$ cat src/hw/rtl/som_pkg.sv
`default_nettype none

package som_pkg;

  localparam int IDX_W    = 8;
  localparam int WEIGHT_W = 32;
  localparam int COUNT_W  = 32;
  localparam int COORD_W  = 8;
  localparam int SPAN_W   = 9;
  localparam int RATE_W   = 21;
  localparam int RATE_FRAC = 20;
  localparam int CFG_W    = 9;
  localparam int REG_IDX_W = 2;
  localparam int CMP_W    = 12;

  // queue between classifier and update pipe; depth kept a power of two
  localparam int QUEUE_DEPTH = 4;
  localparam int QPTR_W = $clog2(QUEUE_DEPTH);
  localparam int QCNT_W = $clog2(QUEUE_DEPTH + 1);

  localparam logic ACT_LOAD  = 1'b0;
  localparam logic ACT_TRAIN = 1'b1;

  localparam logic [REG_IDX_W-1:0] REG_NODE_COL  = 2'd0;
  localparam logic [REG_IDX_W-1:0] REG_NODE_ROW  = 2'd1;
  localparam logic [REG_IDX_W-1:0] REG_GRID_SPAN = 2'd2;

  localparam logic [SPAN_W-1:0] GRID_SPAN_RST = 9'd16;

  // schedule phase bounds on the iteration count
  localparam logic [COUNT_W-1:0] CNT_T100   = 32'd100;
  localparam logic [COUNT_W-1:0] CNT_T100K  = 32'd100000;
  localparam logic [COUNT_W-1:0] CNT_T500K  = 32'd500000;
  localparam logic [COUNT_W-1:0] CNT_T1M    = 32'd1000000;
  localparam logic [COUNT_W-1:0] CNT_T1M5   = 32'd1500000;
  localparam logic [COUNT_W-1:0] CNT_T2M    = 32'd2000000;
  localparam logic [COUNT_W-1:0] CNT_T3M2   = 32'd3200000;
  localparam logic [COUNT_W-1:0] CNT_T4M    = 32'd4000000;
  localparam logic [COUNT_W-1:0] PHASE1_END = 32'd5000000;
  localparam logic [COUNT_W-1:0] PHASE2_END = 32'd10000000;

  // learning rates, Q1.20 rounded to nearest
  localparam logic [RATE_W-1:0] RATE_ONE    = 21'd1048576;
  localparam logic [RATE_W-1:0] RATE_0P9    = 21'd943718;
  localparam logic [RATE_W-1:0] RATE_0P7    = 21'd734003;
  localparam logic [RATE_W-1:0] RATE_0P5    = 21'd524288;
  localparam logic [RATE_W-1:0] RATE_0P3    = 21'd314573;
  localparam logic [RATE_W-1:0] RATE_0P1    = 21'd104858;
  localparam logic [RATE_W-1:0] RATE_0P01   = 21'd10486;
  localparam logic [RATE_W-1:0] RATE_0P009  = 21'd9437;
  localparam logic [RATE_W-1:0] RATE_0P008  = 21'd8389;
  localparam logic [RATE_W-1:0] RATE_0P007  = 21'd7340;
  localparam logic [RATE_W-1:0] RATE_0P006  = 21'd6291;
  localparam logic [RATE_W-1:0] RATE_0P005  = 21'd5243;
  localparam logic [RATE_W-1:0] RATE_0P001  = 21'd1049;
  localparam logic [RATE_W-1:0] RATE_0P0005 = 21'd524;
  localparam logic [RATE_W-1:0] RATE_0P0001 = 21'd105;

  typedef struct packed {
    logic                       action;
    logic [IDX_W-1:0]           idx;
    logic signed [WEIGHT_W-1:0] sample;
    logic [RATE_W-1:0]          rate;
    logic                       in_range;
    logic                       last;
  } som_item_t;

endpackage

`default_nettype wire

$ cat src/hw/rtl/som_queue.sv
`default_nettype none

module som_queue import som_pkg::*; (
  input  logic      clk,
  input  logic      rst,
  input  logic      push,
  input  som_item_t din,
  input  logic      pop,
  output logic      full,
  output logic      not_empty,
  output som_item_t head
);

  som_item_t slots [QUEUE_DEPTH];

  logic [QPTR_W-1:0] wr_ptr;
  logic [QPTR_W-1:0] rd_ptr;
  logic [QCNT_W-1:0] count;
  logic [QCNT_W-1:0] count_next;

  assign full      = count == QCNT_W'(QUEUE_DEPTH);
  assign not_empty = count != '0;
  assign head      = slots[rd_ptr];

  always_comb begin
    count_next = count;
    if (push && !pop) count_next = count + QCNT_W'(1);
    else if (pop && !push) count_next = count - QCNT_W'(1);
  end

  always_ff @(posedge clk) begin
    if (rst) begin
      wr_ptr <= '0;
      rd_ptr <= '0;
      count  <= '0;
    end else begin
      if (push) wr_ptr <= wr_ptr + QPTR_W'(1);
      if (pop) rd_ptr <= rd_ptr + QPTR_W'(1);
      count <= count_next;
    end
  end

  always_ff @(posedge clk) begin
    if (push) slots[wr_ptr] <= din;
  end

`ifndef SYNTHESIS
  a_count_bound: assert property (@(posedge clk) disable iff (rst)
    count <= QCNT_W'(QUEUE_DEPTH))
    else $error("queue count beyond depth");

  a_no_pop_empty: assert property (@(posedge clk) disable iff (rst)
    pop |-> count != '0)
    else $error("pop from empty queue");

  a_no_push_full: assert property (@(posedge clk) disable iff (rst)
    push |-> count != QCNT_W'(QUEUE_DEPTH))
    else $error("push into full queue");
`endif

endmodule

`default_nettype wire

$ cat config.mk
export PLATFORM = sky130hd
export DESIGN_NAME = som_queue
export DESIGN_NICKNAME = d
export VERILOG_FILES = /design/src/hw/rtl/som_pkg.sv /design/src/hw/rtl/som_queue.sv
export SDC_FILE = /design/constraint.sdc
export NUM_CORES = 1
export LEC_CHECK = 0
export BUFFER_PORTS_ARGS = -buffer_cell sky130_fd_sc_hd__buf_4
export CORE_MARGIN = 8
export CORE_UTILIZATION = 51
export CTS_CLUSTER_SIZE = 10
export DETAILED_ROUTE_END_ITERATION = 10
export GPL_ROUTABILITY_DRIVEN = 1
export PLACE_DENSITY = 0.74
export SYNTH_ARGS = -nofsm -noshare
export SYNTH_HDL_FRONTEND = slang
export SYNTH_SLANG_ARGS = --single-unit
$ cat constraint.sdc
create_clock -name clk -period 2.3 [get_ports clk]
set_input_delay 0.23 -clock clk [delete_from_list [all_inputs] [get_ports clk]]
set_output_delay 0.23 -clock clk [all_outputs]
set_load 0.005 [all_outputs]
==> results.tsv <==
stage	metric	value	unit
timing	final worst-path setup slack	0.0889	ns
logic_synthesis	library cells used by synthesis	22	
timing	Final Hold Slack	0.0490	ns
die	Starting Density	52.1	%
logic_synthesis	main combinational cell family by area after synthesis	multiplexers	
drt	drt via density	5.42	
placement	GPL Wtd Cong	0.698	
finish	Area Growth Syn to Fin	29.5	%
timing	FMAX	452	MHz
drt	wl on met1	7.50	mm
critical_path	Setup crit end	head[60]	
finish	register area	0.00788	mm^2
global_routing	antenna violations before repair	0	
logic_synthesis	Seq/Total Area, Yosys	80.8	%
global_routing	first-pass GRT wire length	29.0	mm
drt	Highest Signal Layer	met4	
finish	area of the multi-input gates	0.00170	mm^2
logic_synthesis	#FFs+latches synth	265	
global_routing	All-Layer GR Usage	15.6	%
logic_synthesis	cells after synthesis	378	
die	Cell Rows	50	
critical_path	Req. time, crit path	2.07	ns
drt	via count	4642	
timing	worst rel slew slack	72.6	%
logic_synthesis	synth warn	0	
logic_synthesis	Mapped Area	0.00974	mm^2
critical_path	CP startpoint kind	register	
global_routing	vias in the first global route	5213	
logic_synthesis	post-synthesis mux area share	15.2	%
critical_path	Crit Reg-Reg Endpoint	slots[2][14]$_DFFE_PP_	
drt	DR iter-0 viols	294	
logic_synthesis	post-synthesis adder-cell area fraction	0.848	%
timing	setup TNS	0	ns
clock_network	H-tree depth	1	
placement	dpl hpwl	11.3	mm
critical_path	Crit path arrival time	1.98	ns
clock_network	CTS buffer count	30	
placement	placed cell areas	0.0111	mm^2
clock_network	clk_lat worst skew	0.53	ns
pwr	Max VDD drop	0.642	mV
timing	min Tclk post-route	2.21	ns
drt	met3 routed WL	1.10	mm
run	MaxCap Viol Count	0	
logic_synthesis	Syn Nets	452	
pwr	PwrDens	863	mW/mm^2
finish	Final Util	67.4	%
critical_path	reg-to-reg slack, setup	0.69	ns
finish	post-route cell area	0.0126	mm^2
global_routing	total gr overflow	0	
drt	DRC	0	
pwr	Leak Pwr	4.36	nW
drt	WL met2	9.77	mm
logic_synthesis	Simple-Gate Fraction of Synth Area	0.771	%
min_path	HP Class	input pin to register	
clock_network	CTS Root Cell	clkbuf_16	
timing	Final Max Tran Viols	0	
drt	Total Routed Length	18.8	mm
drt	post-detailed-route wirelength per cell	22.0	um
die	DIE HEIGHT	154	um
outcome	status	completed	
die	Die ar.	0.0238	mm^2
global_routing	pin count of the biggest net entering global routing	39	
critical_path	Crit. End Element	primary output	
critical_path	critical path class	register to primary output	
clock_network	clock tree buffer depth	3	
critical_path	Max FO, Critical Path	26	
placement	Place WS	0.569	ns
clock_network	CTS clk-pin slew, worst paths	0.05	ns
critical_path	worst r2r src	wr_ptr[0]$_SDFFE_PP0P_	
critical_path	worst-case reg-to-reg path depth	4	
logic_synthesis	xor/xnor cell area share of the yosys netlist	0.450	%
die	IO Pins	134	
die	core area	0.0187	mm^2
logic_synthesis	synthesized area per cell	25.8	um^2
timing	worst-margin pin slew	0.410	ns
timing	Worst Clk Skew	0.00985	ns
drt	Final ANT Viol Nets	0	
timing	Final Hold Viols	0	
timing	final setup fails	0	
clock_network	CTS tree	done	
drt	Pre-Repair DR Iteration Count	4	
timing	Final period util	96.1	%
finish	Final nets	684	
clock_network	CTS sink count	265	
placement	Buffers on Ports	133	
die	Die X	154	um
finish	ANT cells	0	
logic_synthesis	post-synthesis compound-gate area fraction	0.103	%
finish	share of layout cells above drive strength 1	39.7	%
finish	fillers	1134	
-- cells by family after synthesis --
logic type      Yosys count
xor+xnor                  5
simple gates             15
mux                      66
flops                   265
buf+inv                  19
fa+ha+maj                 6
compound gates            2
-- per-stage QoR --
step | cells | power, mW
after floorplan | 378 | 6.27
after global placement | 744 | 6.80
after detailed placement | 744 | 6.84
after CTS | 854 | 11.0
after global routing | 856 | 11.3
final | 856 | 10.9
-- cells in the final DEF (no fill, tap or decap) --
master,instances
nand2_1,1
dlygate4sd3_1,66
nor2_1,7
mux4_1,4
dfxtp_1,7
inv_1,4
buf_8,1
or3_1,2
ha_1,5
and2_4,4
buf_12,5
clkinv_2,1
clkbuf_16,32
dfxtp_4,2
fa_1,1
nor3b_1,1
mux4_2,60
buf_16,2
xor2_1,3
edfxtp_1,256
buf_4,140
xnor2_1,2
a21oi_1,1
clkbuf_1,12
o21ai_0,1
mux2i_1,2
-- power by group --
| group | switching [mW] | internal, mW | total (mW) |
|---|---|---|---|
| combinational | 0.516 | 0.701 | 1.22 |
| clock | 1.63 | 2.42 | 4.05 |
| sequential | 0.0753 | 5.55 | 5.62 |
-- worst min-delay path by stage --
stage                  from                      to  slack (ns)  depth (start not counted)
global route           push  wr_ptr[1]$_SDFFE_PP0P_        0.06                          3
finish                 push  wr_ptr[1]$_SDFFE_PP0P_        0.05                          3
global placement    din[46]  slots[0][46]$_DFFE_PP_        0.43                          1
detailed placement  din[46]  slots[0][46]$_DFFE_PP_        0.43                          1
CTS                    push  wr_ptr[1]$_SDFFE_PP0P_        0.04                          3
floorplan            din[0]   slots[0][0]$_DFFE_PP_        0.33                          0
-- synth_stat cells, drive strengths merged --
cell type / n / area share, %
mux2i: 2 / 0.21
xor2: 3 / 0.27
or3: 2 / 0.13
mux4: 64 / 15
nor3b: 1 / 0.077
nor2: 7 / 0.27
fa: 1 / 0.21
buf: 13 / 1.7
ha: 5 / 0.64
xnor2: 2 / 0.18
clkbuf: 2 / 0.090
and2: 4 / 0.26
edfxtp: 256 / 79
a21oi: 1 / 0.051
o21ai: 1 / 0.051
dfxtp: 9 / 1.8
nand2: 1 / 0.038
inv: 4 / 0.15
-- what timing repair did --
action	in CTS	in global routing
setup buffers	0	1
gates resized for setup	0	2
endpoints found under the hold margin	265	0
hold buffers	66	0
setup endpoints to repair	0	3
-- routing by layer --
layer / vias up / track usage (%)
li1: 2065 / -
met1: 2396 / 19.0
met2: 146 / 27.0
met3: 35 / 3.87
met4: 0 / 4.85
met5: - / 0
-- area by class of cell --
type	count	area share, %
tap	234	2.32
sequential	265	62.4
inverter	4	0.119
clock inverter	1	0.0397
multi-input combinational	94	13.5
timing repair buffer	215	15.1
clock buffer	43	6.51
-- state kept, by name, indices dropped and copies added, names as in the netlist, named ones only --
signal / flops
wr_ptr: 2
count: 3
rd_ptr: 2
slots: 256
-- critical path: stages, from the launching register on --
cell,delay (ns)
dfxtp_4,0.41
buf_16,0.23
mux4_1,0.61
buf_4,0.16
Note: power is estimated with default switching activity, not from simulation.
