==> config.mk <==
export PLATFORM = sky130hd
export DESIGN_NAME = som_front
export DESIGN_NICKNAME = d
export VERILOG_FILES = /design/src/hw/rtl/som_pkg.sv /design/src/hw/rtl/som_front.sv
export SDC_FILE = /design/constraint.sdc
export NUM_CORES = 1
export LEC_CHECK = 0
export ABC_AREA = 1
export BUFFER_PORTS_ARGS = -buffer_cell sky130_fd_sc_hd__buf_2
export CORE_MARGIN = 2
export CORE_UTILIZATION = 57
export CTS_CLUSTER_SIZE = 8
export DETAILED_ROUTE_END_ITERATION = 10
export PLACE_DENSITY_LB_ADDON = 0.1
export SYNTH_ARGS = -nofsm -noshare
export SYNTH_HDL_FRONTEND = slang
export SYNTH_SLANG_ARGS = --single-unit
==> constraint.sdc <==
create_clock -name clk -period 11.45 [get_ports clk]
set_clock_uncertainty 0.2 [all_clocks]
set_input_delay 1.7175 -clock clk [delete_from_list [all_inputs] [get_ports clk]]
set_output_delay 1.7175 -clock clk [all_outputs]
set_load 0.05 [all_outputs]
==> src/hw/rtl/som_pkg.sv <==
`default_nettype none

package som_pkg;

  localparam int IDX_W    = 8;
  localparam int WEIGHT_W = 32;
  localparam int COUNT_W  = 32;
  localparam int COORD_W  = 8;
  localparam int SPAN_W   = 9;
  localparam int RATE_W   = 21;
  localparam int RATE_FRAC = 20;
  localparam int CFG_W    = 9;
  localparam int REG_IDX_W = 2;
  localparam int CMP_W    = 12;

  // queue between classifier and update pipe; depth kept a power of two
  localparam int QUEUE_DEPTH = 4;
  localparam int QPTR_W = $clog2(QUEUE_DEPTH);
  localparam int QCNT_W = $clog2(QUEUE_DEPTH + 1);

  localparam logic ACT_LOAD  = 1'b0;
  localparam logic ACT_TRAIN = 1'b1;

  localparam logic [REG_IDX_W-1:0] REG_NODE_COL  = 2'd0;
  localparam logic [REG_IDX_W-1:0] REG_NODE_ROW  = 2'd1;
  localparam logic [REG_IDX_W-1:0] REG_GRID_SPAN = 2'd2;

  localparam logic [SPAN_W-1:0] GRID_SPAN_RST = 9'd16;

  // schedule phase bounds on the iteration count
  localparam logic [COUNT_W-1:0] CNT_T100   = 32'd100;
  localparam logic [COUNT_W-1:0] CNT_T100K  = 32'd100000;
  localparam logic [COUNT_W-1:0] CNT_T500K  = 32'd500000;
  localparam logic [COUNT_W-1:0] CNT_T1M    = 32'd1000000;
  localparam logic [COUNT_W-1:0] CNT_T1M5   = 32'd1500000;
  localparam logic [COUNT_W-1:0] CNT_T2M    = 32'd2000000;
  localparam logic [COUNT_W-1:0] CNT_T3M2   = 32'd3200000;
  localparam logic [COUNT_W-1:0] CNT_T4M    = 32'd4000000;
  localparam logic [COUNT_W-1:0] PHASE1_END = 32'd5000000;
  localparam logic [COUNT_W-1:0] PHASE2_END = 32'd10000000;

  // learning rates, Q1.20 rounded to nearest
  localparam logic [RATE_W-1:0] RATE_ONE    = 21'd1048576;
  localparam logic [RATE_W-1:0] RATE_0P9    = 21'd943718;
  localparam logic [RATE_W-1:0] RATE_0P7    = 21'd734003;
  localparam logic [RATE_W-1:0] RATE_0P5    = 21'd524288;
  localparam logic [RATE_W-1:0] RATE_0P3    = 21'd314573;
  localparam logic [RATE_W-1:0] RATE_0P1    = 21'd104858;
  localparam logic [RATE_W-1:0] RATE_0P01   = 21'd10486;
  localparam logic [RATE_W-1:0] RATE_0P009  = 21'd9437;
  localparam logic [RATE_W-1:0] RATE_0P008  = 21'd8389;
  localparam logic [RATE_W-1:0] RATE_0P007  = 21'd7340;
  localparam logic [RATE_W-1:0] RATE_0P006  = 21'd6291;
  localparam logic [RATE_W-1:0] RATE_0P005  = 21'd5243;
  localparam logic [RATE_W-1:0] RATE_0P001  = 21'd1049;
  localparam logic [RATE_W-1:0] RATE_0P0005 = 21'd524;
  localparam logic [RATE_W-1:0] RATE_0P0001 = 21'd105;

  typedef struct packed {
    logic                       action;
    logic [IDX_W-1:0]           idx;
    logic signed [WEIGHT_W-1:0] sample;
    logic [RATE_W-1:0]          rate;
    logic                       in_range;
    logic                       last;
  } som_item_t;

endpackage

`default_nettype wire

==> src/hw/rtl/som_front.sv <==
`default_nettype none

module som_front import som_pkg::*; #(
  parameter int VECTOR_LEN = 256,
  parameter int COORD_BITS = 8
) (
  input  logic                       clk,
  input  logic                       rst,
  input  logic                       cfg_write,
  input  logic [REG_IDX_W-1:0]       cfg_index,
  input  logic [CFG_W-1:0]           cfg_data,
  input  logic                       in_valid,
  output logic                       in_stall,
  input  logic                       action,
  input  logic [IDX_W-1:0]           element_index,
  input  logic signed [WEIGHT_W-1:0] sample_value,
  input  logic [COUNT_W-1:0]         iteration_count,
  input  logic [COORD_W-1:0]         winner_col,
  input  logic [COORD_W-1:0]         winner_row,
  input  logic                       last_element,
  input  logic                       q_full,
  output logic                       push,
  output som_item_t                  item
);

  localparam int CB = (COORD_BITS < COORD_W) ? COORD_BITS : COORD_W;
  localparam int ADDR_BITS = $clog2(VECTOR_LEN);
  localparam int EXT_BITS = (ADDR_BITS > IDX_W) ? ADDR_BITS : IDX_W;

  logic [COORD_W-1:0] node_col;
  logic [COORD_W-1:0] node_row;
  logic [SPAN_W-1:0]  grid_span;

  logic [CB-1:0]    dc;
  logic [CB-1:0]    dr;
  logic [CB:0]      hop_dist;
  logic [CMP_W-1:0] d12;
  logic [CMP_W-1:0] d1;
  logic [CMP_W-1:0] h12;
  logic [RATE_W-1:0] rate;
  logic             in_range;

  always_ff @(posedge clk) begin
    if (rst) begin
      node_col  <= '0;
      node_row  <= '0;
      grid_span <= GRID_SPAN_RST;
    end else if (cfg_write) begin
      unique case (cfg_index)
        REG_NODE_COL:  node_col  <= cfg_data[COORD_W-1:0];
        REG_NODE_ROW:  node_row  <= cfg_data[COORD_W-1:0];
        REG_GRID_SPAN: grid_span <= cfg_data[SPAN_W-1:0];
        default: ;
      endcase
    end
  end

  assign in_stall = q_full;
  assign push     = in_valid && !q_full;

  always_comb begin
    dc = (node_col[CB-1:0] > winner_col[CB-1:0]) ?
         node_col[CB-1:0] - winner_col[CB-1:0] : winner_col[CB-1:0] - node_col[CB-1:0];
    dr = (node_row[CB-1:0] > winner_row[CB-1:0]) ?
         node_row[CB-1:0] - winner_row[CB-1:0] : winner_row[CB-1:0] - node_row[CB-1:0];
    hop_dist = {1'b0, dc} + {1'b0, dr};
  end

  assign d12 = CMP_W'(hop_dist);
  assign d1  = d12 + CMP_W'(1);
  assign h12 = CMP_W'(grid_span);

  // d < floor(H/k) is the same as k*(d+1) <= H
  always_comb begin
    if (iteration_count < PHASE1_END) begin
      priority if (iteration_count <= CNT_T100 && d12 * 12'd2 < h12 * 12'd3) rate = RATE_0P5;
      else if (iteration_count <= CNT_T100K && d12 < h12) rate = RATE_0P7;
      else if (iteration_count <= CNT_T500K && d12 * 12'd3 < h12 * 12'd2) rate = RATE_0P9;
      else if (iteration_count <= CNT_T1M && d1 * 12'd2 <= h12) rate = RATE_0P7;
      else if (iteration_count <= CNT_T1M5 && d1 * 12'd3 <= h12) rate = RATE_0P5;
      else if (iteration_count <= CNT_T2M && d1 * 12'd4 <= h12) rate = RATE_0P3;
      else if (iteration_count <= CNT_T3M2 && d1 * 12'd5 <= h12) rate = RATE_0P1;
      else if (iteration_count <= CNT_T4M && d1 * 12'd6 <= h12) rate = RATE_0P01;
      else if (d12 < 12'd4) rate = RATE_ONE;
      else rate = '0;
    end else if (iteration_count < PHASE2_END) begin
      priority if (d12 < 12'd4) rate = RATE_0P01;
      else if (d12 < 12'd6) rate = RATE_0P009;
      else if (d12 < 12'd8) rate = RATE_0P008;
      else if (d12 < 12'd10) rate = RATE_0P007;
      else if (d12 < 12'd12) rate = RATE_0P006;
      else if (d12 < 12'd16) rate = RATE_0P005;
      else rate = '0;
    end else begin
      priority if (d12 == 12'd0) rate = RATE_0P001;
      else if (d12 < 12'd3) rate = RATE_0P0005;
      else if (d12 == 12'd3) rate = RATE_0P0001;
      else rate = '0;
    end
  end

  assign in_range = {1'b0, EXT_BITS'(element_index)} < (EXT_BITS + 1)'(VECTOR_LEN);

  always_comb begin
    item.action   = action;
    item.idx      = element_index;
    item.sample   = sample_value;
    item.rate     = (action == ACT_TRAIN && in_range) ? rate : '0;
    item.in_range = in_range;
    item.last     = last_element;
  end

endmodule

`default_nettype wire

==> Flow_metrics.wiki <==
{| class="wikitable"
! Metric !! Value
|-
| Result of the run || finished, final reports clean
|-
| Number of distinct standard cells referenced by the synthesized netlist || 55
|-
| Maximum resistive drop on vdd || 0.000510 V
|-
| Post-synthesis instance total || approximately 1,200
|-
| Total core area || 13,200 sq um
|-
| Worst Max-Slew Pin Slew || 0.876 ns
|-
| Maximum capacitance violations || 0
|-
| Post-synth ARST share || 0%
|-
| Fraction of synthesized cell area taken by the top area cell type || roughly a quarter
|-
| Synthesized netlist net count || ~1,500
|-
| DRC violation total after the first TritonRoute iteration || 750
|-
| Switching component of the power || approximately 1.7 mW
|-
| Pre-Repair DR Iteration Count || 6
|-
| Worst hold margin || 0.283 ns
|-
| Signal arrival time at the worst endpoint || 8.98 ns
|-
| Number of synthesized flops with an enable pin || 0
|-
| Count of nets after finishing || around 1,500
|-
| First-pass GRT wire length || 34.8 mm
|-
| Total number of yosys warnings || 0
|-
| Starting utilization of the core area || slightly below 60%
|-
| Combinational Power Share || 94.0%
|-
| I/O Pins || roughly 170
|-
| Cell type with the highest aggregate area in the netlist || ha_1
|-
| H-tree Lvls || 1
|-
| Slowest stage delay, CP || 0.41 ns
|-
| Power density of the placed cells || 362 nW/um^2
|-
| Sequential group share of total power || 3.2%
|-
| Global placement routability congestion || 0.981
|-
| Critical path endpoint category || output pin
|-
| Die Span Y || 120 microns
|-
| Internal power component || 1.25 mW
|-
| Flop and latch count out of synthesis || 25
|-
| Minimum clock period after layout || 10.90 ns
|-
| Count of input and output buffers || 88
|-
| Post-synthesis instance area || roughly 7700 sq um
|-
| HPWL after detailed placement || 17.8 mm
|-
| Worst slack after detailed placement || 0.502 ns
|-
| Final Max Slew Viols || 0
|-
| Remaining Overflow, GRT || 0
|-
| Tcrit/Tclk final || between 90 and 100%
|-
| Initial antenna violation count || 1
|-
| Req. time, crit path || approximately 9.5 ns
|-
| Register clock-pin slew on the reported worst setup and hold paths || 0.06 ns
|-
| Kind of start point of the critical path || input pin
|-
| Number of failing setup endpoints in the final timing report || 0
|-
| Register area share after synthesis || ~6.5%
|-
| Cell seen most often among critical-path stages || inv_1
|-
| Part of the total power dissipated in the clock network || 2.8%
|-
| Number of CTS-inserted buffers || 3
|-
| Fin. Hold Viols || 0
|-
| Row cnt || 42
|-
| Total wire length after detailed routing || 21.0 mm
|-
| Post-DR vias/cell || 5.58
|-
| Fraction of power spent switching nets || 57.7%
|-
| Top area cells in the synthesized netlist || ha_1 (26%), nand2_1 (10%), inv_1 (9.8%)
|-
| Maximum clock frequency || 91.8 MHz
|-
| Filler-free cell count of the finished design || 1,425
|-
| Vias in the first global route || approximately 7,200
|-
| TritonCTS clock tree || built
|-
| Critical path fanouts, max || 10
|-
| Post-Syn Area per Cell || 6.41 sq um
|-
| Via count of the routed design || 7,945
|-
| Placed Cells || about 1,400
|-
| Type of the tightest min-delay check || reg -> reg
|-
| Pin count of the biggest net entering global routing || 26
|-
| Normalized max-slew margin || 40.8%
|-
| Die X || around 120 microns
|-
| Category of the most critical setup path || in -> out
|-
| Number of nets with antenna violations after routing || 0
|-
| Top_reg_cell synth || dfxtp_1
|-
| Pleak || 4.48 nW
|-
| Smallest setup slack after layout || 0.553 ns
|-
| Post-CTS Hold Buffers || 0
|-
| Die footprint || approximately 15,000 sq um
|-
| Num Clock Sinks || 25
|-
| Share of cells above drive strength 1 || 10.7%
|-
| DRC viols || 0
|-
| Maximum count of clock buffers along a single path || 2
|-
| Reg2reg setup slack || roughly 10 ns
|-
| Clock latency on the worst-skew pair || 0.27 ns
|-
| Detail-routed net length per standard cell || 14.7 microns
|-
| Relative area change from synthesis to final layout || 5.42%
|-
| Total GRT Usage || between 20% and 30%
|-
| Critical-path top delay cell || ha_1
|-
| Master cell of the clock root buffer || clkbuf_16
|}
==> path summary, 6_finish.rpt <==
kind	end	cells past startpoint	start
hold / removal	node_col[6]	2	node_col[6]
setup / recovery	item[15]	41	winner_col[3]
hold reg to reg	node_col[6]	2	node_col[6]
setup reg to reg	grid_span[4]	2	grid_span[4]
==> logic make-up after synthesis <==
kind of cell,Yosys count,synth area share (%)
AND/OR/NAND/NOR,465,26.8
adder cells (fa/ha/maj),170,28.5
flip-flops,25,6.47
AO/OA/AOI/OAI,239,17.8
XOR/XNOR,41,4.74
multiplexers,6,0.793
buffers and inverters,259,14.8
other,1,0.0485
==> layer usage <==
layer,part of all wire (%),global-route usage [%],up-vias
met5,0,0,-
met4,1.7,5.52,0
met3,7.9,3.30,48
met2,42,45.4,303
met1,48,42.7,3505
li1,-,-,4089
==> Yosys cell counts, types with 2 or more instances <==
| master | count |
|---|---|
| nand2_1 | 209 |
| inv_1 | 201 |
| ha_1 | 160 |
| a21oi_1 | 107 |
| nor2_1 | 95 |
| nand3_1 | 69 |
| o21ai_0 | 69 |
| buf_4 | 46 |
| nor3_1 | 26 |
| xor2_1 | 26 |
| dfxtp_1 | 25 |
| nand4_1 | 24 |
| nand2_2 | 14 |
| xnor2_1 | 14 |
| fa_1 | 10 |
| nor4_1 | 10 |
| a21o_1 | 8 |
| clkbuf_1 | 7 |
| nand3_2 | 6 |
| o21bai_1 | 6 |
| a211oi_1 | 5 |
| a221oi_1 | 5 |
| mux2i_1 | 5 |
| o211ai_1 | 5 |
| o221ai_1 | 5 |
| a31oi_1 | 4 |
| o21ai_1 | 4 |
| inv_2 | 3 |
| o21a_1 | 3 |
| o31ai_1 | 3 |
| o41ai_1 | 3 |
| a21boi_0 | 2 |
| a21oi_2 | 2 |
| buf_2 | 2 |
| nand3b_1 | 2 |
| nor2_2 | 2 |
==> flip-flops by register name, indices dropped and copies added, names as in the netlist <==
| signal | flops |
|---|---|
| node_col | 8 |
| node_row | 8 |
| grid_span | 9 |
==> what timing repair did <==
item / in CTS / in global routing
resized for setup: 0 / 5
buffers inserted: 0 / 2
setup endpoints to repair: 0 / 15
hold endpoints to repair: 0 / 0
==> worst max-delay path: cells and delay by family <==
family / cells / cell delay (ns)
mux: 1 / 0.32
simple gates: 13 / 1.97
buf+inv: 10 / 1.10
fa+ha+maj: 6 / 1.95
compound gates: 9 / 1.56
xor+xnor: 2 / 0.34
==> power by group through the flow <==
stage / Sequential, mW / Clock [mW] / Combinational, mW
3_3_place_gp: 0.0972 / 0 / 2.65
3_5_place_dp: 0.0974 / 0 / 2.71
6_report: 0.0953 / 0.0813 / 2.77
5_1_grt: 0.0959 / 0.0870 / 3.20
2_1_floorplan: 0.0962 / 0 / 2.16
4_1_cts: 0.0953 / 0.0838 / 2.74
==> cell usage in the layout (no fill, tap or decap), drive strengths merged, types with 6 or more instances in the layout <==
cell type | synthesis | layout
a21o | 8 | 8
a21oi | 110 | 110
buf | 48 | 91
dfxtp | 25 | 25
fa | 10 | 10
ha | 160 | 160
inv | 204 | 204
nand2 | 223 | 223
nand3 | 75 | 75
nand4 | 25 | 25
nor2 | 98 | 98
nor3 | 26 | 26
nor4 | 11 | 11
o21ai | 73 | 73
o21bai | 6 | 6
xnor2 | 14 | 14
xor2 | 27 | 27
==> final cells by class <==
cell class              instances  area [sq um]
flip-flops and latches         25           500
multi-input cells             922          6100
well taps                     176           220
inverters                     204           766
clock inverters                 1          7.51
fillers                      1361          5090
repair buffers                 93           483
clock buffers                   3          75.1
diodes                          1          2.50
==> metrics by stage <==
step | utilization [%] | setup TNS [ns] | area (sq um) | total power, mW
2_1_floorplan | - | 0 | 7730 | 2.25
3_3_place_gp | 60.7 | 0 | 8040 | 2.75
3_5_place_dp | 60.7 | 0 | 8040 | 2.81
4_1_cts | 61.3 | 0 | 8120 | 2.92
5_1_grt | 61.5 | -0.0272 | 8150 | 3.38
6_report | 61.6 | 0 | 8150 | 2.95
Power figures use the tool's default switching activity.
